--- src/hdl/qsm3_pkg.sv ---
// Package: shared constants and types for the median-of-three quicksort core.
`default_nettype none
package qsm3_pkg;
    localparam int MaxItems = 64;
    localparam int IdxW     = $clog2(MaxItems);
    localparam int CntW     = $clog2(MaxItems + 1);

    localparam logic [1:0] ACT_ADD   = 2'd0;
    localparam logic [1:0] ACT_SORT  = 2'd1;
    localparam logic [1:0] ACT_CLEAR = 2'd2;

    // one (low, high) pending subrange
    typedef struct packed {
        logic [IdxW-1:0] lo;
        logic [IdxW-1:0] hi;
    } range_t;

    // signed compare a < b
    function automatic logic lt32(input logic [31:0] a, input logic [31:0] b);
        lt32 = $signed(a) < $signed(b);
    endfunction
endpackage
`default_nettype wire

--- src/hdl/qsm3_ram.sv ---
// Generic single-port synchronous RAM with registered read.
`default_nettype none
module qsm3_ram #(
    parameter int Width = 32,
    parameter int Depth = 64
) (
    input  wire logic                     aclk,
    input  wire logic                     we,
    input  wire logic [$clog2(Depth)-1:0] addr,
    input  wire logic [Width-1:0]         wdata,
    output logic      [Width-1:0]         rdata
);
    logic [Width-1:0] mem [Depth];

    always_ff @(posedge aclk) begin
        if (we) begin
            mem[addr] <= wdata;
        end
        rdata <= mem[addr];
    end
endmodule
`default_nettype wire

--- src/hdl/quicksort_median_of_three_core.sv ---
// Top level: value store, quicksort sequencer and result stream.
//
// Add, clear and unused requests are accepted, then give one result that is held
// until the receiver takes it. A sort runs quicksort in place on a single-port
// value RAM and a single-port range-stack RAM. Each partitioned range goes
// through the median of three, pivot placement, the up and down scans with
// their exchanges, the final swap, the pushes of the subranges and a pop. The
// sorted values then stream out one at a time, each held until the receiver
// takes it. No other request is taken until the last result of a request has
// been delivered.
`default_nettype none
module quicksort_median_of_three_core (
    input  wire logic        aclk,
    input  wire logic        aresetn,
    input  wire logic        s_tvalid,
    output logic             s_tready,
    input  wire logic [39:0] s_tdata,   // action[1:0], item_value[33:2], zero pad
    output logic             m_tvalid,
    input  wire logic        m_tready,
    output logic [47:0]      m_tdata,   // out_value[31:0], out_valid[32], accepted[33],
                                        // stored_count[40:34], zero pad
    output logic             m_tlast,
    input  wire logic        psel,
    input  wire logic        penable,
    input  wire logic        pwrite,
    input  wire logic [2:0]  paddr,
    input  wire logic [31:0] pwdata,
    output logic [31:0]      prdata,
    output logic             pready
);
    localparam int IW = qsm3_pkg::IdxW;
    localparam int CW = qsm3_pkg::CntW;

    localparam logic [4:0] ST_IDLE  = 5'd0,  ST_OUT   = 5'd1,  ST_M0    = 5'd2,
                           ST_M1    = 5'd3,  ST_M2    = 5'd4,  ST_M3    = 5'd5,
                           ST_MSW   = 5'd6,  ST_POP   = 5'd7,  ST_POPW  = 5'd8,
                           ST_PSW0  = 5'd9,  ST_UPR   = 5'd11,
                           ST_UPC   = 5'd12, ST_DNC   = 5'd14,
                           ST_SWW   = 5'd15, ST_SWW2  = 5'd16, ST_FIN   = 5'd17,
                           ST_FIN2  = 5'd18, ST_PUSH1 = 5'd19, ST_PUSH2 = 5'd20,
                           ST_EMITR = 5'd21, ST_EMIT  = 5'd22, ST_M2W   = 5'd23,
                           ST_M3W   = 5'd24;

    logic [4:0]    state_reg, state_next;
    logic [6:0]    cap_reg;
    logic [CW-1:0] fill_reg, fill_next;
    logic [IW-1:0] lo_reg, lo_next, hi_reg, hi_next, mid_reg, mid_next;
    logic [IW-1:0] up_reg, up_next, dn_reg, dn_next, ei_reg, ei_next;
    logic [CW-1:0] sp_reg, sp_next;
    logic [31:0]   a_reg, a_next, b_reg, b_next, c_reg, c_next, pv_reg, pv_next;
    logic [1:0]    mstep_reg, mstep_next;
    logic [31:0]   ov_reg, ov_next;
    logic          ovld_reg, ovld_next, oacc_reg, oacc_next, olast_reg, olast_next;
    logic [CW-1:0] ocnt_reg, ocnt_next;

    logic          v_we, r_we;
    logic [IW-1:0] v_addr, r_addr;
    logic [31:0]   v_wdata, v_rdata;
    qsm3_pkg::range_t r_wdata, r_rdata;

    qsm3_ram #(.Width(32), .Depth(qsm3_pkg::MaxItems)) u_values (
        .aclk(aclk), .we(v_we), .addr(v_addr), .wdata(v_wdata), .rdata(v_rdata));
    qsm3_ram #(.Width(2*IW), .Depth(qsm3_pkg::MaxItems)) u_stack (
        .aclk(aclk), .we(r_we), .addr(r_addr), .wdata(r_wdata), .rdata(r_rdata));

    logic [CW-1:0] cap_eff;
    assign cap_eff = (cap_reg > 7'(qsm3_pkg::MaxItems)) ? CW'(qsm3_pkg::MaxItems)
                                                       : CW'(cap_reg);

    assign s_tready = (state_reg == ST_IDLE);
    assign pready   = 1'b1;
    assign prdata   = {25'd0, cap_reg};

    always_ff @(posedge aclk) begin
        if (!aresetn) begin
            cap_reg <= 7'd64;
        end else if (psel && penable && pwrite && paddr == 3'd0) begin
            cap_reg <= pwdata[6:0];
        end
    end

    logic [IW:0] midsum;
    assign midsum = {1'b0, lo_reg} + {1'b0, hi_reg};

    always_comb begin
        state_next = state_reg;  fill_next = fill_reg;
        lo_next = lo_reg; hi_next = hi_reg; mid_next = mid_reg;
        up_next = up_reg; dn_next = dn_reg; ei_next = ei_reg; sp_next = sp_reg;
        a_next = a_reg; b_next = b_reg; c_next = c_reg; pv_next = pv_reg;
        mstep_next = mstep_reg;
        ov_next = ov_reg; ovld_next = ovld_reg; oacc_next = oacc_reg;
        olast_next = olast_reg; ocnt_next = ocnt_reg;
        v_we = 1'b0; v_addr = '0; v_wdata = '0;
        r_we = 1'b0; r_addr = sp_reg[IW-1:0]; r_wdata = '{lo: lo_reg, hi: hi_reg};

        unique case (state_reg)
            ST_IDLE: begin
                if (s_tvalid) begin
                    ov_next = '0; ovld_next = 1'b0; oacc_next = 1'b0; olast_next = 1'b1;
                    state_next = ST_OUT;
                    case (s_tdata[1:0])
                        qsm3_pkg::ACT_ADD: begin
                            if (fill_reg < cap_eff) begin
                                v_we = 1'b1; v_addr = fill_reg[IW-1:0];
                                v_wdata = s_tdata[33:2];
                                fill_next = fill_reg + 1'b1;
                                oacc_next = 1'b1;
                                ocnt_next = fill_reg + 1'b1;
                            end else begin
                                ocnt_next = fill_reg;
                            end
                        end
                        qsm3_pkg::ACT_SORT: begin
                            ocnt_next = fill_reg;
                            if (fill_reg == '0) begin
                                state_next = ST_OUT;
                            end else if (fill_reg == CW'(1)) begin
                                ei_next = '0; state_next = ST_EMITR;
                            end else begin
                                lo_next = '0; hi_next = IW'(fill_reg - 1'b1);
                                sp_next = '0; state_next = ST_M0;
                            end
                        end
                        qsm3_pkg::ACT_CLEAR: begin
                            fill_next = '0; ocnt_next = '0;
                        end
                        default: ocnt_next = fill_reg;
                    endcase
                end
            end
            ST_OUT: if (m_tready) state_next = ST_IDLE;
            // median of three: load lo, mid, hi
            ST_M0: begin
                mid_next = midsum[IW:1];
                v_addr = lo_reg; state_next = ST_M1;
            end
            ST_M1: begin
                a_next = v_rdata; v_addr = mid_reg; state_next = ST_M2;
            end
            ST_M2: begin
                b_next = v_rdata; v_addr = hi_reg; state_next = ST_M2W;
            end
            ST_M2W: begin
                c_next = v_rdata; state_next = ST_M3;
            end
            ST_M3: begin
                // three compare-swaps on a, b, c, written back afterwards
                if (qsm3_pkg::lt32(b_reg, a_reg)) begin
                    a_next = b_reg; b_next = a_reg;
                end
                state_next = ST_M3W;
            end
            ST_M3W: begin
                if (qsm3_pkg::lt32(c_reg, b_reg)) begin
                    b_next = c_reg; c_next = b_reg;
                end
                mstep_next = 2'd0;
                state_next = ST_MSW;
            end
            ST_MSW: begin
                unique case (mstep_reg)
                    2'd0: begin
                        if (qsm3_pkg::lt32(b_reg, a_reg)) begin
                            a_next = b_reg; b_next = a_reg;
                        end
                        mstep_next = 2'd1;
                    end
                    2'd1: begin
                        v_we = 1'b1; v_addr = hi_reg; v_wdata = c_reg; mstep_next = 2'd2;
                    end
                    2'd2: begin
                        // smallest of the three goes to mid; the pivot (median) goes to lo next
                        v_we = 1'b1; v_addr = mid_reg; v_wdata = a_reg; mstep_next = 2'd3;
                    end
                    default: begin
                        // mid on lo: only two distinct entries, the smaller one is the pivot
                        v_we = 1'b1; v_addr = lo_reg;
                        v_wdata = (mid_reg == lo_reg) ? a_reg : b_reg;
                        pv_next = (mid_reg == lo_reg) ? a_reg : b_reg;
                        up_next = lo_reg + 1'b1; dn_next = hi_reg;
                        state_next = ST_UPR;
                    end
                endcase
            end
            ST_UPR: begin
                v_addr = up_reg; state_next = ST_UPC;
            end
            ST_UPC: begin
                if (!qsm3_pkg::lt32(pv_reg, v_rdata) && up_reg < hi_reg) begin
                    up_next = up_reg + 1'b1; v_addr = up_reg + 1'b1;
                end else begin
                    a_next = v_rdata; v_addr = dn_reg; state_next = ST_DNC;
                end
            end
            ST_DNC: begin
                if (qsm3_pkg::lt32(pv_reg, v_rdata) && dn_reg > lo_reg) begin
                    dn_next = dn_reg - 1'b1; v_addr = dn_reg - 1'b1;
                end else begin
                    b_next = v_rdata;
                    state_next = (up_reg < dn_reg) ? ST_SWW : ST_FIN;
                end
            end
            ST_SWW: begin
                v_we = 1'b1; v_addr = up_reg; v_wdata = b_reg; state_next = ST_SWW2;
            end
            ST_SWW2: begin
                v_we = 1'b1; v_addr = dn_reg; v_wdata = a_reg; state_next = ST_UPR;
            end
            ST_FIN: begin
                v_we = 1'b1; v_addr = lo_reg; v_wdata = b_reg; state_next = ST_FIN2;
            end
            ST_FIN2: begin
                v_we = 1'b1; v_addr = dn_reg; v_wdata = pv_reg; state_next = ST_PUSH1;
            end
            ST_PUSH1: begin
                if ({1'b0, dn_reg} + 1'b1 < {1'b0, hi_reg}) begin
                    r_we = 1'b1; r_addr = sp_reg[IW-1:0];
                    r_wdata = '{lo: dn_reg + 1'b1, hi: hi_reg};
                    sp_next = sp_reg + 1'b1;
                end
                state_next = ST_PUSH2;
            end
            ST_PUSH2: begin
                if ({1'b0, dn_reg} > {1'b0, lo_reg} + 1'b1) begin
                    r_we = 1'b1; r_addr = sp_reg[IW-1:0];
                    r_wdata = '{lo: lo_reg, hi: dn_reg - 1'b1};
                    sp_next = sp_reg + 1'b1;
                end
                state_next = ST_POP;
            end
            ST_POP: begin
                if (sp_reg == '0) begin
                    ei_next = '0; v_addr = '0; state_next = ST_EMITR;
                end else begin
                    sp_next = sp_reg - 1'b1; r_addr = IW'(sp_reg - 1'b1);
                    state_next = ST_POPW;
                end
            end
            ST_POPW: begin
                lo_next = r_rdata.lo; hi_next = r_rdata.hi;
                state_next = (r_rdata.hi > r_rdata.lo) ? ST_M0 : ST_POP;
            end
            ST_EMITR: begin
                v_addr = ei_reg; state_next = ST_PSW0;
            end
            ST_PSW0: begin
                ov_next = v_rdata; ovld_next = 1'b1; oacc_next = 1'b0;
                ocnt_next = fill_reg;
                olast_next = ({1'b0, ei_reg} + 1'b1 == fill_reg);
                state_next = ST_EMIT;
            end
            ST_EMIT: begin
                if (m_tready) begin
                    if (olast_reg) begin
                        state_next = ST_IDLE;
                    end else begin
                        ei_next = ei_reg + 1'b1; state_next = ST_EMITR;
                    end
                end
            end
            default: state_next = ST_IDLE;
        endcase
    end

    always_ff @(posedge aclk) begin
        if (!aresetn) begin
            state_reg <= ST_IDLE;
            fill_reg  <= '0;
            sp_reg    <= '0;
        end else begin
            state_reg <= state_next;
            fill_reg  <= fill_next;
            sp_reg    <= sp_next;
        end
        lo_reg <= lo_next; hi_reg <= hi_next; mid_reg <= mid_next;
        up_reg <= up_next; dn_reg <= dn_next; ei_reg <= ei_next;
        a_reg <= a_next; b_reg <= b_next; c_reg <= c_next; pv_reg <= pv_next;
        mstep_reg <= mstep_next;
        ov_reg <= ov_next; ovld_reg <= ovld_next; oacc_reg <= oacc_next;
        olast_reg <= olast_next; ocnt_reg <= ocnt_next;
    end

    assign m_tvalid = (state_reg == ST_OUT) || (state_reg == ST_EMIT);
    assign m_tlast  = olast_reg;
    assign m_tdata  = {7'd0, ocnt_reg, oacc_reg, ovld_reg, ov_reg};

    ap_busy: assert property (@(posedge aclk) disable iff (!aresetn)
        m_tvalid |-> !s_tready) else $error("request taken while result pending");
    ap_fill: assert property (@(posedge aclk) disable iff (!aresetn)
        fill_reg <= CW'(qsm3_pkg::MaxItems)) else $error("fill count overflow");
    ap_hold: assert property (@(posedge aclk) disable iff (!aresetn)
        m_tvalid && !m_tready |=> $stable(m_tdata)) else $error("result changed");
endmodule
`default_nettype wire

--- config.mk ---
export PLATFORM = sky130hd
export DESIGN_NAME = quicksort_median_of_three_core
export DESIGN_NICKNAME = d
export VERILOG_FILES = /design/src/hdl/qsm3_pkg.sv /design/src/hdl/qsm3_ram.sv /design/src/hdl/quicksort_median_of_three_core.sv
export SDC_FILE = /design/constraint.sdc
export NUM_CORES = 2
export LEC_CHECK = 0
export BUFFER_PORTS_ARGS = -buffer_cell sky130_fd_sc_hd__buf_2
export CAP_MARGIN = 10
export CORE_MARGIN = 1
export CORE_UTILIZATION = 35
export CTS_CLUSTER_SIZE = 12
export DETAILED_ROUTE_END_ITERATION = 8
export MAX_ROUTING_LAYER = met4
export PLACE_DENSITY_LB_ADDON = 0.1
export SLEW_MARGIN = 10
export SYNTH_ARGS = -nofsm -noshare
export SYNTH_HDL_FRONTEND = slang
export SYNTH_SLANG_ARGS = --single-unit
--- constraint.sdc ---
create_clock -name aclk -period 6.2 [get_ports aclk]
set_input_delay 0.31 -clock aclk [delete_from_list [all_inputs] [get_ports aclk]]
set_output_delay 0.31 -clock aclk [all_outputs]
set_load 0.02 [all_outputs]
==> results.toml <==
[sta]
clock_skew_ns = 0.0965
maxSlewViolCount = 0
tightest_slew_ns = 1.36
relSlewSlack = 0.0860
max_freq_mhz = 163
finalSetupViolCount = 0
fin_crit_sh = 0.989
report.final.hold_viol_count = 0
fin_setup_tns_ns = 0
period_needed_ns = 6.13
setup_ws_ns = 0.0709

[yosys]
synth_xor_area_frac = 0.00309
yosys.area_share.simple = 0.0552
synth-edff-count = 3024
yosys.area.top_type_share = 0.729
synth_top_family_by_area = "compound AO/OA/AOI/OAI gates"
synth_ff_type = "edfxtp_1"
synth_most_common_cell = "edfxtp_1"
syn_avg_cell_area_um2 = 16.4
ys_warn_count = 0
synth_commonest_cells = "edfxtp_1 (3024), nand2_1 (827), mux4_2 (352)"
synth_mux_area_frac = 0.0761
yosys.area.top_type = "edfxtp_1"
synthTopCellsByArea = "edfxtp_1 (73%), mux4_2 (6.4%), nand2_1 (2.5%)"
async_reset_ff_frac = 0
yosys_register_bits = 3094
synth_adder_area_share = 0.0154
ys_types = 93
synth_cells = 7585
yosysSeqAreaShare = 0.740
synth_area_um2 = 125000
synth_compound_area_frac = 0.0868

[grt]
grt_max_degree = 70
grt_pass1_wl_um = 622000
grt_pass1_vias = 74700
antenna_found_initial = 23
global_route.overflow_total = 0
track_usage = 0.256

[pwr]
peakVddDrop_uv = 305
pwr_density_cell_nw_per_um2 = 482
p_leak_nw = 50.1

[placement]
hpwl_um = 290000
routabilityCongestion = 0.866
io_buffers = 101
place_ws_ns = -0.848

[finish]
largest_reg_flops = 2048
top_register = "u_values.mem"
syn_to_final_growth_pct = 20.0
drive_above_1_share = 0.230
top_regs = "u_values.mem: 2048 flops, u_stack.mem: 768 flops"
finalNetCount = 8704

[floorplan]
fp.dieW_um = 599
io_pins = 166
die_area_um2 = 358000
num_rows = 218
coreArea_um2 = 353000
die_h_um = 599
initial_core_util = 0.352

[setup_path]
cp_max_fo = 27
start_kind = "flop"
cp.required_ns = 6.86
arrival_ns = 6.79
endpoint = "b_reg[6]$_DFFE_PP_"
startpoint = "u_values.rdata[4]$_DFF_P_"
cp_slowest_cell = "dfxtp_1"
r2r-end = "b_reg[6]$_DFFE_PP_"
cpMostUsedCell = "buf_4"
ff2ff_setup_slack_ns = 0.07
cpPeakStageDelay_ns = 0.68
crit-reg2reg-launch = "u_values.rdata[4]$_DFF_P_"
timing_worst_setup_path_type = "reg -> reg"
end_kind = "flop"
cp_top_family = "buffers and inverters"
critPathBufInv = 28
crit_cells = 36
rr_worst_depth = 36

[clock_network]
htree_levels = 5
clk_pin_slew_ns = 0.06
cts_tree = "built"
clock_sinks = 3094
clk_latency_ns = 0.95
cts_buffers = 346
clockBufferDepth = 4
cts_root_buf = "clkbuf_16"

[job]
max_cap_viol_count = 0

[route]
drtPass1Iterations = 7
vias_per_cell = 5.69
drt_iter0_markers = 9231
routed-via-count = 76800
drt-total-wl_um = 453000
wire_per_inst_um = 33.5
drc = 0
final_antenna_net_count = 0

[hold_path]
hold_class = "in -> reg"

[outcome]
status = "complete, no violations"
## worst min-delay path: stages
cell and delay [ns]:
buf_2 0.08, nand2_1 0.06, nand2_2 0.33
## worst min-delay path by stage
stage                       startpoint                        endpoint  depth (start not counted)
2_1_floorplan                  aresetn          sp_reg[3]$_SDFFE_PN0P_                          2
3_3_place_gp   cap_reg[1]$_SDFFE_PN0P_         cap_reg[1]$_SDFFE_PN0P_                          2
3_5_place_dp   cap_reg[1]$_SDFFE_PN0P_         cap_reg[1]$_SDFFE_PN0P_                          2
4_1_cts                       s_tvalid        fill_reg[6]$_SDFFE_PN0P_                          4
5_1_grt                    s_tdata[12]  u_values.mem[17][10]$_DFFE_PP_                          3
6_report                   s_tdata[12]  u_values.mem[18][10]$_DFFE_PP_                          3
## final cells by class
cell class              instances  area [um2]
fillers                     31700      204000
flip-flops and latches       3094       92300
multi-input cells            3896       30700
repair buffers                987        9400
clock buffers                 462        9360
well taps                    4730        5920
clock inverters               172        1270
inverters                     144         541
diodes                         14        35.0
## report_power, final
group | switching [W] | total [W] | internal (W)
combinational | 0.0167 | 0.0259 | 0.00919
clock | 0.00852 | 0.0196 | 0.0111
sequential | 0.000787 | 0.0266 | 0.0258
## through the flow
stage	utilization	hold WS, ns	cell area, um2	cells	total power (W)
2_1_floorplan	-	0.442	125000	7616	0.0391
3_3_place_gp	0.390	0.528	138000	12800	0.0521
3_5_place_dp	0.390	0.537	138000	12800	0.0522
4_1_cts	0.422	0.0201	149000	13500	0.0721
5_1_grt	0.423	0.0613	149000	13500	0.0744
6_report	0.423	0.0546	150000	13500	0.0721
## what timing repair did
item                       in CTS  in global routing
hold endpoints to repair       62                  0
hold buffers                   33                  0
buffers inserted               28                 13
pin swaps                       3                  7
setup endpoints to repair     375                 45
cloned                          1                  0
gates resized for setup        29                 37
## metal layers
metal | share of wire | global-route usage
met3 | 0.075 | 0.0382
met5 | 0 | -
met4 | 0.021 | 0.0516
met2 | 0.46 | 0.387
met1 | 0.45 | 0.367
## cell usage in the layout (no fill, tap or decap), drive strengths merged, types with 39 or more instances in the layout
| master | instances |
|---|---|
| clkinv | 136 |
| a222oi | 46 |
| ha | 152 |
| a31oi | 83 |
| a22o | 39 |
| edfxtp | 3024 |
| a221oi | 130 |
| inv | 157 |
| dfxtp | 70 |
| o22ai | 82 |
| buf | 952 |
| nor2 | 320 |
| nand3 | 154 |
| o21ai | 262 |
| a22oi | 330 |
| a211oi | 46 |
| nand2 | 828 |
| clkbuf | 462 |
| mux2i | 130 |
| nand4 | 40 |
| mux4 | 354 |
| a21oi | 338 |
| o211ai | 39 |
| nor3 | 48 |
## kinds of logic (layout without fill, tap and decap cells)
logic type                 Yosys count  after routing
DFF                               3094           3094
AOI/OAI and AO/OA                 1587           1587
and+or+nand+nor                   1577           1577
buffers and inverters              626           1765
muxes                              502            502
adders and majority gates          153            153
xor gates and xnor gates            44             44
other                                2             47
Power figures use the tool's default switching activity.
